$ cat src/fdv_pkg.sv
`default_nettype none

package fdv_pkg;

    localparam int RANGE_W           = 16;
    localparam int TIME_W            = 32;
    localparam int MIN_W             = 16;
    localparam int SPEED_W           = 27;
    localparam int MS_PER_S          = 1000;
    // bits added by the scale to 1/16 cm per second
    localparam int MS_BITS           = 10;
    localparam int DISTANCE_BITS_DEF = 16;

    localparam logic [MIN_W-1:0] MIN_INTERVAL_RST = MIN_W'(50);

    // divider status seen by the sequencer
    typedef struct packed {
        logic busy;
        logic done;
    } t_div_stat;

endpackage

`default_nettype wire

$ cat src/fdv_div.sv
`default_nettype none

module fdv_div #(
    parameter int NUM_W = fdv_pkg::DISTANCE_BITS_DEF + fdv_pkg::MS_BITS
) (
    input  wire logic                      i_clk,
    input  wire logic                      i_rst_n,
    input  wire logic                      i_start,
    input  wire logic [NUM_W-1:0]          i_num,
    input  wire logic [fdv_pkg::TIME_W-1:0] i_den,
    output fdv_pkg::t_div_stat             o_stat,
    output logic      [NUM_W-1:0]          o_quot
);
    import fdv_pkg::*;

    localparam int CNT_W = $clog2(NUM_W + 1);

    // dividend bits leave at the top while quotient bits enter at the bottom
    logic [NUM_W-1:0]  r_num;
    logic [TIME_W-1:0] r_rem;
    logic [TIME_W-1:0] r_den;
    logic [CNT_W-1:0]  r_cnt;
    logic              r_busy;
    logic              r_done;

    logic [TIME_W+1:0] trial;
    logic              q_bit;

    always_comb begin
        trial = {1'b0, r_rem, r_num[NUM_W-1]} - {2'b00, r_den};
        q_bit = !trial[TIME_W+1];
    end

    always_ff @(posedge i_clk) begin
        if (!i_rst_n) begin
            r_busy <= 1'b0;
            r_done <= 1'b0;
            r_cnt  <= '0;
        end else begin
            r_done <= 1'b0;
            if (i_start) begin
                r_busy <= 1'b1;
                r_cnt  <= '0;
                r_num  <= i_num;
                r_den  <= i_den;
                r_rem  <= '0;
            end else if (r_busy) begin
                r_num <= {r_num[NUM_W-2:0], q_bit};
                r_rem <= q_bit ? trial[TIME_W-1:0] : {r_rem[TIME_W-2:0], r_num[NUM_W-1]};
                r_cnt <= r_cnt + CNT_W'(1);
                if (r_cnt == CNT_W'(NUM_W - 1)) begin
                    r_busy <= 1'b0;
                    r_done <= 1'b1;
                end
            end
        end
    end

    assign o_stat.busy = r_busy;
    assign o_stat.done = r_done;
    assign o_quot      = r_num;

endmodule

`default_nettype wire

$ cat src/finite_difference_velocity_top.sv
`default_nettype none

// channel | dir | handshake              | word
// --------+-----+------------------------+----------------------------------------------
// s       | in  | i_s_tvalid/o_s_tready  | tdata[15:0] range, [47:16] time in ms
// m       | out | o_m_tvalid/i_m_tready  | tdata[26:0] speed, tuser[0] valid, [1] updated
// cfg     | in  | i_cfg_wen              | i_cfg_wdata[15:0] min interval in ms
//
// a word that makes a new speed has its result offered once the divider, which yields
// one quotient bit a cycle, finishes and the sequencer passes S_DIV and S_EMIT; a word
// that only stores or is ignored goes from S_EVAL straight to S_EMIT
// o_s_tready is high only while the sequencer is idle, from the cycle the result is
// offered; a finished result waits in the output register so the next word can be taken
// while the sink stalls
// reset is synchronous, active low, and clears the stored sample, speed and flags

module finite_difference_velocity_top #(
    parameter int DISTANCE_BITS = fdv_pkg::DISTANCE_BITS_DEF
) (
    input  wire logic        i_clk,
    input  wire logic        i_rst_n,
    // range_sixteenths, time_ms
    input  wire logic [47:0] i_s_tdata,
    input  wire logic        i_s_tvalid,
    output logic             o_s_tready,
    // speed, zero pad
    output logic      [31:0] o_m_tdata,
    // speed_valid, updated
    output logic      [1:0]  o_m_tuser,
    output logic             o_m_tvalid,
    input  wire logic        i_m_tready,
    input  wire logic        i_cfg_wen,
    input  wire logic [fdv_pkg::MIN_W-1:0] i_cfg_wdata
);
    import fdv_pkg::*;

    localparam int NUM_W = DISTANCE_BITS + MS_BITS;
    // quotient compared in a width that holds both it and the speed limits
    localparam int QX_W  = ((NUM_W > SPEED_W) ? NUM_W : SPEED_W) + 1;
    localparam logic [QX_W-1:0] POS_LIM = (QX_W'(1) << (SPEED_W - 1)) - QX_W'(1);
    localparam logic [QX_W-1:0] NEG_LIM = QX_W'(1) << (SPEED_W - 1);

    typedef enum logic [1:0] {
        S_IDLE,
        S_EVAL,
        S_DIV,
        S_EMIT
    } t_state;

    t_state r_state;

    logic [MIN_W-1:0]         r_min_interval;
    logic [DISTANCE_BITS-1:0] r_in_range;
    logic [TIME_W-1:0]        r_in_time;
    logic [DISTANCE_BITS-1:0] r_last_range;
    logic [TIME_W-1:0]        r_last_time;
    logic [SPEED_W-1:0]       r_held_speed;
    logic                     r_have_sample;
    logic                     r_speed_ok;
    logic                     r_upd;
    logic                     r_neg;
    logic [SPEED_W-1:0]       r_out_speed;
    logic                     r_out_ok;
    logic                     r_out_upd;
    logic                     r_out_valid;

    logic [DISTANCE_BITS+RANGE_W-1:0] range_ext;
    logic [DISTANCE_BITS-1:0]         range_used;
    logic [TIME_W-1:0]                elapsed;
    logic [MIN_W-1:0]                 lim;
    logic                             long_enough;
    logic [DISTANCE_BITS:0]           diff;
    logic [DISTANCE_BITS:0]           diff_neg;
    logic [DISTANCE_BITS-1:0]         mag;
    logic [NUM_W-1:0]                 scaled;
    logic                             div_start;
    t_div_stat                        div_stat;
    logic [NUM_W-1:0]                 quot;
    logic [QX_W-1:0]                  quot_ext;
    logic [SPEED_W-1:0]               speed_q;
    logic                             in_take;
    logic                             out_free;
    logic                             emit;

    // only the low DISTANCE_BITS of the range count
    assign range_ext  = {{DISTANCE_BITS{1'b0}}, i_s_tdata[RANGE_W-1:0]};
    assign range_used = range_ext[DISTANCE_BITS-1:0];

    assign o_s_tready = (r_state == S_IDLE);
    assign in_take    = i_s_tvalid && o_s_tready;
    assign out_free   = !r_out_valid || i_m_tready;
    // result word moves into the output register
    assign emit       = (r_state == S_EMIT) && out_free;

    always_comb begin
        // wrapping timestamp difference, a zero minimum acts as one
        elapsed     = r_in_time - r_last_time;
        lim         = (r_min_interval == '0) ? MIN_W'(1) : r_min_interval;
        long_enough = elapsed >= TIME_W'(lim);
        // signed range step and its magnitude scaled to per second
        diff        = {1'b0, r_in_range} - {1'b0, r_last_range};
        diff_neg    = -diff;
        mag         = diff[DISTANCE_BITS] ? diff_neg[DISTANCE_BITS-1:0]
                                          : diff[DISTANCE_BITS-1:0];
        scaled      = NUM_W'(mag) * NUM_W'(MS_PER_S);
        div_start   = (r_state == S_EVAL) && r_have_sample && long_enough;
    end

    fdv_div #(
        .NUM_W (NUM_W)
    ) u_div (
        .i_clk   (i_clk),
        .i_rst_n (i_rst_n),
        .i_start (div_start),
        .i_num   (scaled),
        .i_den   (elapsed),
        .o_stat  (div_stat),
        .o_quot  (quot)
    );

    // saturate the magnitude, then apply the sign
    always_comb begin
        quot_ext = QX_W'(quot);
        if (!r_neg) begin
            speed_q = (quot_ext > POS_LIM) ? POS_LIM[SPEED_W-1:0] : quot_ext[SPEED_W-1:0];
        end else if (quot_ext > NEG_LIM) begin
            speed_q = -NEG_LIM[SPEED_W-1:0];
        end else begin
            speed_q = -quot_ext[SPEED_W-1:0];
        end
    end

    always_ff @(posedge i_clk) begin
        if (!i_rst_n) begin
            r_state        <= S_IDLE;
            r_min_interval <= MIN_INTERVAL_RST;
            r_last_range   <= '0;
            r_last_time    <= '0;
            r_held_speed   <= '0;
            r_have_sample  <= 1'b0;
            r_speed_ok     <= 1'b0;
            r_upd          <= 1'b0;
            r_out_valid    <= 1'b0;
        end else begin
            if (i_cfg_wen) begin
                r_min_interval <= i_cfg_wdata;
            end

            // load a new result word, or the sink took the pending one
            if (emit) begin
                r_out_valid <= 1'b1;
            end else if (r_out_valid && i_m_tready) begin
                r_out_valid <= 1'b0;
            end

            case (r_state)
                S_IDLE: begin
                    if (in_take) begin
                        r_in_range <= range_used;
                        r_in_time  <= i_s_tdata[RANGE_W +: TIME_W];
                        r_state    <= S_EVAL;
                    end
                end
                S_EVAL: begin
                    if (!r_have_sample) begin
                        // first sample is only stored
                        r_last_range  <= r_in_range;
                        r_last_time   <= r_in_time;
                        r_have_sample <= 1'b1;
                        r_upd         <= 1'b0;
                        r_state       <= S_EMIT;
                    end else if (long_enough) begin
                        r_last_range <= r_in_range;
                        r_last_time  <= r_in_time;
                        r_neg        <= diff[DISTANCE_BITS];
                        r_upd        <= 1'b1;
                        r_state      <= S_DIV;
                    end else begin
                        // too soon, keep the stored sample
                        r_upd   <= 1'b0;
                        r_state <= S_EMIT;
                    end
                end
                S_DIV: begin
                    if (div_stat.done) begin
                        r_held_speed <= speed_q;
                        r_speed_ok   <= 1'b1;
                        r_state      <= S_EMIT;
                    end
                end
                S_EMIT: begin
                    if (out_free) begin
                        r_out_speed <= r_held_speed;
                        r_out_ok    <= r_speed_ok;
                        r_out_upd   <= r_upd;
                        r_state     <= S_IDLE;
                    end
                end
                default: begin
                    r_state <= S_IDLE;
                end
            endcase
        end
    end

    assign o_m_tvalid = r_out_valid;
    assign o_m_tdata  = {{(32 - SPEED_W){1'b0}}, r_out_speed};
    assign o_m_tuser  = {r_out_upd, r_out_ok};

endmodule

`default_nettype wire
$ cat config.mk
export PLATFORM = sky130hd
export DESIGN_NAME = finite_difference_velocity_top
export DESIGN_NICKNAME = d
export VERILOG_FILES = /design/src/fdv_pkg.sv /design/src/fdv_div.sv /design/src/finite_difference_velocity_top.sv
export SDC_FILE = /design/constraint.sdc
export NUM_CORES = 1
export LEC_CHECK = 0
export ABC_AREA = 0
export ABC_CLOCK_PERIOD_IN_PS = 11800
export BUFFER_PORTS_ARGS = -buffer_cell sky130_fd_sc_hd__buf_2
export CAP_MARGIN = 40
export CORE_ASPECT_RATIO = 0.8
export CORE_UTILIZATION = 55
export CTS_BUF_LIST = sky130_fd_sc_hd__clkbuf_16
export DETAILED_ROUTE_END_ITERATION = 12
export GPL_TIMING_DRIVEN = 0
export HOLD_SLACK_MARGIN = 0.03
export PLACE_DENSITY_LB_ADDON = 0.12
export SLEW_MARGIN = 20
export SYNTH_ARGS = -nofsm -noshare
export SYNTH_HDL_FRONTEND = slang
export SYNTH_SLANG_ARGS = --single-unit
$ cat constraint.sdc
create_clock -name i_clk -period 11.8 [get_ports i_clk]
set_clock_uncertainty 0.15 [all_clocks]
set_input_delay 3.54 -clock i_clk [delete_from_list [all_inputs] [get_ports i_clk]]
set_output_delay 3.54 -clock i_clk [all_outputs]
set_load 0.005 [all_outputs]
==> results.json, run 1 <==
{
  "outcome": "finished clean",
  "wl_met3_um": 1800,
  "nets": 2226,
  "cts_max_path_buffers": 3,
  "wire_per_inst_um": 16.0,
  "track_usage": 0.230,
  "cts_resized": 0,
  "min_period_ns": 8.68,
  "slowest_delay_ns": 0.59,
  "setup_tns_ns": 0,
  "syn_inst": 1816,
  "cp_max_fo": 10,
  "netlist_area_um2": 18300,
  "cts-root-buf": "clkbuf_16",
  "slowest_stage": "a21oi_1",
  "hold_path_class": "flop to flop",
  "synthArstFlopShare": 0,
  "place_congestion": 0.863,
  "portBuffers": 97,
  "cts_buffers": 28,
  "relSlewSlack": 0.493,
  "wl_met1_um": 20500,
  "die_y_um": 165,
  "maxCapViolations": 0,
  "grt_pass1_wl_um": 62300,
  "final_cell_mix": "nand2_1, inv_1, edfxtp_1, ha_1, nor2_1",
  "totalWireLength_um": 38400,
  "path_class": "flop to flop",
  "reg2reg_depth": 29,
  "rsz0062_at_grt": "false",
  "rows": 59,
  "drc": 0,
  "hold_buffers": 0,
  "h-tree-depth": 1,
  "vias_per_cell": 5.44,
  "worstMarginPinSlew_ns": 0.760,
  "setup_viol": 0,
  "synth_edf_count": 168,
  "highest_layer": "met4",
  "core_um2": 32600,
  "clkTransAtPathRegs_ns": 0.06,
  "crit_path_frequent_cell": "fa_1",
  "clock_sinks": 272,
  "grt-ovfl-total": 0,
  "finalMaxSlewViolations": 0,
  "initial_core_util": 0.561,
  "via_count": 13100,
  "final_common_cell": "nand2_1",
  "max_freq_ghz": 0.115,
  "period_share": 0.735,
  "die_x_um": 206,
  "antenna_found_initial": 0,
  "ys.flop_type": "edfxtp_1",
  "fillCellCount": 2767,
  "cts_tree": "built",
  "required_ns": 11.96,
  "met2_length_um": 15400,
  "hold_viol": 0,
  "syn_area_per_cell_um2": 10.1,
  "grt_start_max_net_pins": 47,
  "start_kind": "flop",
  "yosys_warnings": 0,
  "drtIter0Drc": 738,
  "pin_count": 105,
  "ant_nets": 0,
  "die_area_um2": 34000,
  "ys_ff_latch": 272,
  "whs_path_depth": 0,
  "ys_types": 87,
  "drive_above_1_share": 0.120,
  "dr.pass1.iters": 5,
  "worstPathArrival_ns": 8.84,
  "hpwl_um": 30500,
  "holdWs_ns": 0.284,
  "seq_area_frac_synth": 0.390,
  "end_kind": "flop",
  "grt_pass1_vias": 12000,
  "post-cts-setup-buffers": 0,
  "antenna_cells": 0,
  "insertion_delay_ns": 0.56,
  "area_growth_pct": 11.3
}
## per-layer routing
metal  vias to the layer above  global-route usage
met5                         -                   0
met4                         0              0.0438
met3                        39              0.0298
met2                       268               0.331
met1                      6134               0.365
li1                       6622                   -
## critical path, delay by kind of cell (launching register included)
| kind | cells | cell delay, ns |
|---|---|---|
| flops | 1 | 0.34 |
| xor+xnor | 1 | 0.16 |
| fa+ha+maj | 7 | 2.92 |
| compound gates | 14 | 3.87 |
| simple gates | 2 | 0.27 |
| buf+inv | 4 | 0.45 |
| mux | 1 | 0.25 |
## registers in the layout, indices dropped and copies added, names as in the netlist
| signal | cells |
|---|---|
| r_upd | 1 |
| r_min_interval | 16 |
| r_in_range | 16 |
| u_div.o_quot | 26 |
| u_div.r_cnt | 5 |
| u_div.r_busy | 1 |
| r_neg | 1 |
| r_last_range | 16 |
| r_held_speed | 27 |
| u_div.r_rem | 32 |
| r_out_speed | 27 |
| r_in_time | 32 |
| u_div.r_done | 1 |
| r_speed_ok | 1 |
| r_out_upd | 1 |
| r_out_ok | 1 |
| r_last_time | 32 |
| r_state | 2 |
| o_m_tvalid | 1 |
| r_have_sample | 1 |
| u_div.r_den | 32 |
## path summary, 6_finish.rpt
path                                 startpoint                to  slack [ns]
worst min register to register  r_held_speed[7]    r_out_speed[7]        0.28
worst min-delay path            r_held_speed[7]    r_out_speed[7]        0.28
worst max-delay path              r_in_range[0]  u_div.o_quot[24]        3.12
worst max register to register    r_in_range[0]  u_div.o_quot[24]        3.12
## cell usage after synthesis (all sizes together) (32+ instances only)
library cell | instances | area [um^2]
a21o | 43 | 323
a21oi | 77 | 408
clkbuf | 34 | 128
dfxtp | 104 | 2080
edfxtp | 168 | 5040
fa | 50 | 1000
ha | 155 | 1940
inv | 196 | 736
mux2i | 92 | 921
nand2 | 209 | 785
nor2 | 109 | 412
nor2b | 32 | 200
o21ai | 44 | 220
xnor2 | 73 | 654
xor2 | 55 | 482
## cell type report
class	count	area [um^2]	area share
inverters	196	736	0.0361
plain buffers	65	367	0.0180
flip-flops and latches	272	7130	0.350
repair buffers	102	549	0.0270
multi-input cells	1287	10100	0.496
well taps	427	534	0.0262
clock inverters	23	225	0.0111
clock buffers	29	726	0.0356
## cells by family after synthesis
family,after synthesis,synth area share
simple gates,502,0.128
compound gates,331,0.130
flops,272,0.390
buf+inv,261,0.0603
fa+ha+maj,206,0.161
xor+xnor,128,0.0621
mux,115,0.0686
other cells,1,0.000205
## metrics by stage
step	setup slack (ns)	util	cell area, um^2	instances
5_1_grt	2.44	0.624	20400	2401
4_1_cts	2.99	0.624	20400	2400
3_3_place_gp	3.04	0.592	19300	2344
6_report	3.12	0.624	20400	2401
2_1_floorplan	3.85	-	18300	1820
3_5_place_dp	3.02	0.595	19400	2348
Power of run 1 is left out: the tool's default activity adds up to more than one toggle a clock period on the data nets, which glitch-free logic cannot reach.
==> run 2, diff against run 1 <==
Settings changed: ABC_CLOCK_PERIOD_IN_PS 11800 to 7060.
Clock period 11.8 ns to 7.06 ns, I/O delays scaled along.
==> results.json, run 2 (same netlist as run 1, synthesis figures left out) <==
{
  "worstPathArrival_ns": 7.41,
  "core_um2": 32600,
  "die_x_um": 206,
  "place_inst": 2348,
  "required_ns": 7.23,
  "rrSetupSlack_ns": -0.18,
  "drive_above_1_share": 0.168,
  "maxCapViolations": 0,
  "end_kind": "flop",
  "grt_pass1_vias": 12400,
  "area_growth_pct": 15.8,
  "violations": "negative setup slack",
  "via_count": 13100,
  "final_cell_mix": "nand2_1, inv_1, edfxtp_1, ha_1, buf_2",
  "drc": 0,
  "fillCellCount": 2675,
  "pin_count": 105,
  "portBuffers": 97,
  "finalMaxSlewViolations": 0,
  "cts_max_path_buffers": 3,
  "crit_family": "adder cells",
  "grt-ovfl-total": 0,
  "insertion_delay_ns": 0.57,
  "place_congestion": 0.850,
  "crit_path_frequent_cell": "fa_1",
  "cts-root-buf": "clkbuf_16",
  "worstReg2RegStart": "r_in_range[0]",
  "relSlewSlack": 0.499,
  "slowest_stage": "fa_1",
  "rows": 59,
  "grt_start_max_net_pins": 47,
  "cts_buffers": 28,
  "worstMarginPinSlew_ns": 0.749,
  "place_ws_ns": -0.773,
  "clock_sinks": 272,
  "initial_core_util": 0.561,
  "drtIter0Drc": 689,
  "hpwl_um": 30800,
  "hold_buffers": 0,
  "min_period_ns": 7.24,
  "slowest_delay_ns": 0.57,
  "min_from": "r_held_speed[7]",
  "wire_per_inst_um": 16.3,
  "vias_per_cell": 5.40,
  "hold_path_class": "flop to flop",
  "antenna_found_initial": 0,
  "fin_ws_ns": -0.181,
  "path_buf_inv": 4,
  "start_kind": "flop",
  "grt_pass1_wl_um": 64100,
  "cts_tree": "built",
  "final_common_cell": "nand2_1",
  "outcome": "finished with violations",
  "startpoint": "r_in_range[0]",
  "cp_max_fo": 4,
  "fin_cells": 2434,
  "clkTransAtPathRegs_ns": 0.07,
  "ant_nets": 0,
  "period_share": 1.03,
  "h-tree-depth": 1,
  "totalWireLength_um": 39600,
  "rsz0062_at_grt": "true",
  "hold_viol": 0,
  "nets": 2259,
  "die_area_um2": 34000,
  "track_usage": 0.237,
  "path_class": "flop to flop",
  "final_core_util": 0.649,
  "antenna_cells": 0,
  "die_y_um": 165,
  "setup_viol": 3,
  "max_freq_ghz": 0.138,
  "dr.pass1.iters": 7
}
## run 2: changes by cell type in the layout (fill, tap and decap cells not counted), moves of 4 or more
cell     previous run  this run
buf_4              14        45
xor2_2              0         4
xnor2_2             2        11
ha_4                0        11
ha_1              155       142
inv_1             199       193
xor2_1             55        50
xnor2_1            71        59
nor2_1            107       102
inv_2               0         7
a21oi_1            73        69
## run 2: cell type report
class	count	area, um^2	area share
buffer	65	377	0.0178
clock buffer	28	701	0.0331
clock inverter	24	293	0.0138
inverter	196	736	0.0347
multi-input combinational	1287	10600	0.500
sequential	272	7130	0.337
tap	427	534	0.0252
timing repair buffer	135	825	0.0389
## run 2: worst register-to-register path, delay by kind of cell (launching register included)
kind / cells / cell delay [ns]
compound gates: 12 / 2.19
xor+xnor: 2 / 0.39
fa+ha+maj: 7 / 2.88
buf+inv: 4 / 0.37
flops: 1 / 0.35
mux: 1 / 0.25
simple gates: 2 / 0.42
## run 2: path summary, 6_finish.rpt
check | end | depth (start not counted)
hold reg to reg | r_out_speed[7] | 0
setup reg to reg | u_div.o_quot[24] | 28
setup / recovery | u_div.o_quot[24] | 28
hold / removal | r_out_speed[7] | 0
## run 2: routing by layer
| layer | wire [um] | track usage | vias up |
|---|---|---|---|
| met5 | 0 | 0 | - |
| met4 | 599 | 0.0448 | 0 |
| met3 | 1970 | 0.0277 | 35 |
| met2 | 16400 | 0.351 | 312 |
| met1 | 20600 | 0.371 | 6085 |
| li1 | - | - | 6708 |
## run 2: metrics by stage
stage          instance area [um^2]  hold slack, ns    TNS [ns]
5_1_grt                       21200           0.293       -1.33
2_1_floorplan                 18500           0.251  -0.0000440
3_5_place_dp                  19600           0.267       -2.75
6_report                      21200           0.281      -0.444
4_1_cts                       21000           0.283      -0.525
3_3_place_gp                  19600           0.265       -1.87
## run 2: repair_timing
item                       in CTS  in global routing
setup endpoints to repair       7                  7
resized for setup              32                 19
pin swaps                      19                 24
setup buffers                  26                  8
hold endpoints to repair        0                  0
Power of run 2 is left out for the same reason.
==> run 3, diff against run 2 <==
Settings changed: CORE_UTILIZATION 55 to 50.
==> results.json, run 3 (same netlist as run 1, synthesis figures left out) <==
{
  "reg2reg_depth": 30,
  "final_cell_mix": "nand2_1, inv_1, edfxtp_1, ha_1, buf_2",
  "pin_count": 105,
  "antenna_cells": 0,
  "grt_pass1_wl_um": 64000,
  "max_freq_ghz": 0.137,
  "slowest_delay_ns": 0.54,
  "start_kind": "flop",
  "outcome": "finished with violations",
  "crit_path_frequent_cell": "fa_1",
  "required_ns": 7.23,
  "portBuffers": 97,
  "maxCapViolations": 0,
  "wire_per_inst_um": 16.2,
  "ant_nets": 0,
  "hold_buffers": 0,
  "setup_viol": 3,
  "highest_layer": "met4",
  "fin_ws_ns": -0.261,
  "drtIter0Drc": 731,
  "startpoint": "r_in_range[0]",
  "finalMaxSlewViolations": 0,
  "end_kind": "flop",
  "cts-root-buf": "clkbuf_16",
  "setup_tns_ns": -0.621,
  "hold_viol": 0,
  "cp.depth": 30,
  "hpwl_um": 31100,
  "cp_max_fo": 6,
  "cts_tree": "built",
  "grt_pass1_vias": 12300,
  "vias_per_cell": 5.27,
  "relSlewSlack": 0.447,
  "die_y_um": 173,
  "wl_met1_um": 21200,
  "place_congestion": 0.892,
  "path_buf_inv": 5,
  "totalWireLength_um": 40400,
  "slowest_stage": "fa_1",
  "initial_core_util": 0.508,
  "antenna_found_initial": 0,
  "cts_max_path_buffers": 3,
  "hold_path_class": "flop to flop",
  "final_common_cell": "nand2_1",
  "insertion_delay_ns": 0.56,
  "path_class": "flop to flop",
  "drive_above_1_share": 0.173,
  "min_period_ns": 7.32,
  "nets": 2265,
  "cts_buffers": 28,
  "regArea_um2": 7130,
  "die_area_um2": 37400,
  "worstPathArrival_ns": 7.49,
  "multi_input_area_um2": 10600,
  "via_count": 13100,
  "period_share": 1.04,
  "violations": "negative setup slack",
  "worstReg2RegStart": "r_in_range[0]",
  "core_um2": 36000,
  "rsz0062_at_grt": "true",
  "clock_sinks": 272,
  "r2r-end": "u_div.o_quot[25]",
  "rrSetupSlack_ns": -0.26,
  "met2_length_um": 16700,
  "crit_end": "u_div.o_quot[25]",
  "drc": 0,
  "die_x_um": 216,
  "fillCellCount": 3129,
  "wl_met3_um": 1650,
  "grt-ovfl-total": 0,
  "h-tree-depth": 1,
  "track_usage": 0.212,
  "worstMarginPinSlew_ns": 0.828,
  "grt_start_max_net_pins": 47,
  "rows": 62,
  "area_growth_pct": 16.0,
  "dr.pass1.iters": 4,
  "crit_family": "adder cells",
  "clkTransAtPathRegs_ns": 0.07
}
[run 3: cell count changes in the layout (fill, tap and decap cells not counted), sizes merged]
cell | before | now
bufinv | 6 | 3
clkinvlp | 4 | 5
inv | 201 | 200
clkinv | 9 | 12
buf | 166 | 172
[run 3: cell type report]
| type | instances | share of cell area |
|---|---|---|
| buffer | 65 | 0.0177 |
| clock buffer | 28 | 0.0330 |
| clock inverter | 24 | 0.0108 |
| inverter | 196 | 0.0347 |
| multi-input combinational | 1287 | 0.498 |
| sequential | 272 | 0.336 |
| tap | 480 | 0.0283 |
| timing repair buffer | 141 | 0.0416 |
[run 3: worst min path at each step]
stage | from | to | slack [ns] | depth (start not counted)
after global routing | r_upd | r_out_upd | 0.29 | 0
final | r_held_speed[7] | r_out_speed[7] | 0.29 | 0
after CTS | r_upd | r_out_upd | 0.28 | 0
after floorplan | r_upd | r_out_upd | 0.25 | 0
after detailed placement | r_upd | r_out_upd | 0.27 | 0
after global placement | r_speed_ok | r_out_ok | 0.26 | 0
[run 3: metal layers]
layer | track usage | up-vias
li1 | - | 6692
met4 | 0.0461 | 0
met3 | 0.0283 | 50
met2 | 0.314 | 265
met1 | 0.326 | 6142
met5 | 0 | -
[run 3: worst register-to-register path, delay by kind of cell (launching register included)]
family	cells	cell delay [ns]
AO/OA/AOI/OAI	10	1.92
XOR/XNOR	1	0.16
adder cells (fa/ha/maj)	7	2.75
buffers and inverters	5	0.45
flip-flops	1	0.35
multiplexers	1	0.27
AND/OR/NAND/NOR	6	1.03
[run 3: timing repair]
item | in CTS | in global routing
resized for setup | 30 | 26
pin swaps | 19 | 15
endpoints found under the setup margin | 7 | 5
buffers inserted | 28 | 13
[run 3: per-stage QoR]
step / utilization / worst slack, ns / hold slack, ns / area (um^2) / cells
detailed placement: 0.547 / -0.709 / 0.265 / 19700 / 2399
floorplan: - / -0.0000440 / 0.251 / 18500 / 1820
global route: 0.590 / -0.501 / 0.292 / 21200 / 2493
CTS: 0.584 / -0.257 / 0.283 / 21000 / 2479
global placement: 0.545 / -0.618 / 0.264 / 19600 / 2397
finish: 0.590 / -0.261 / 0.285 / 21200 / 2493
Power of run 3 is left out for the same reason.
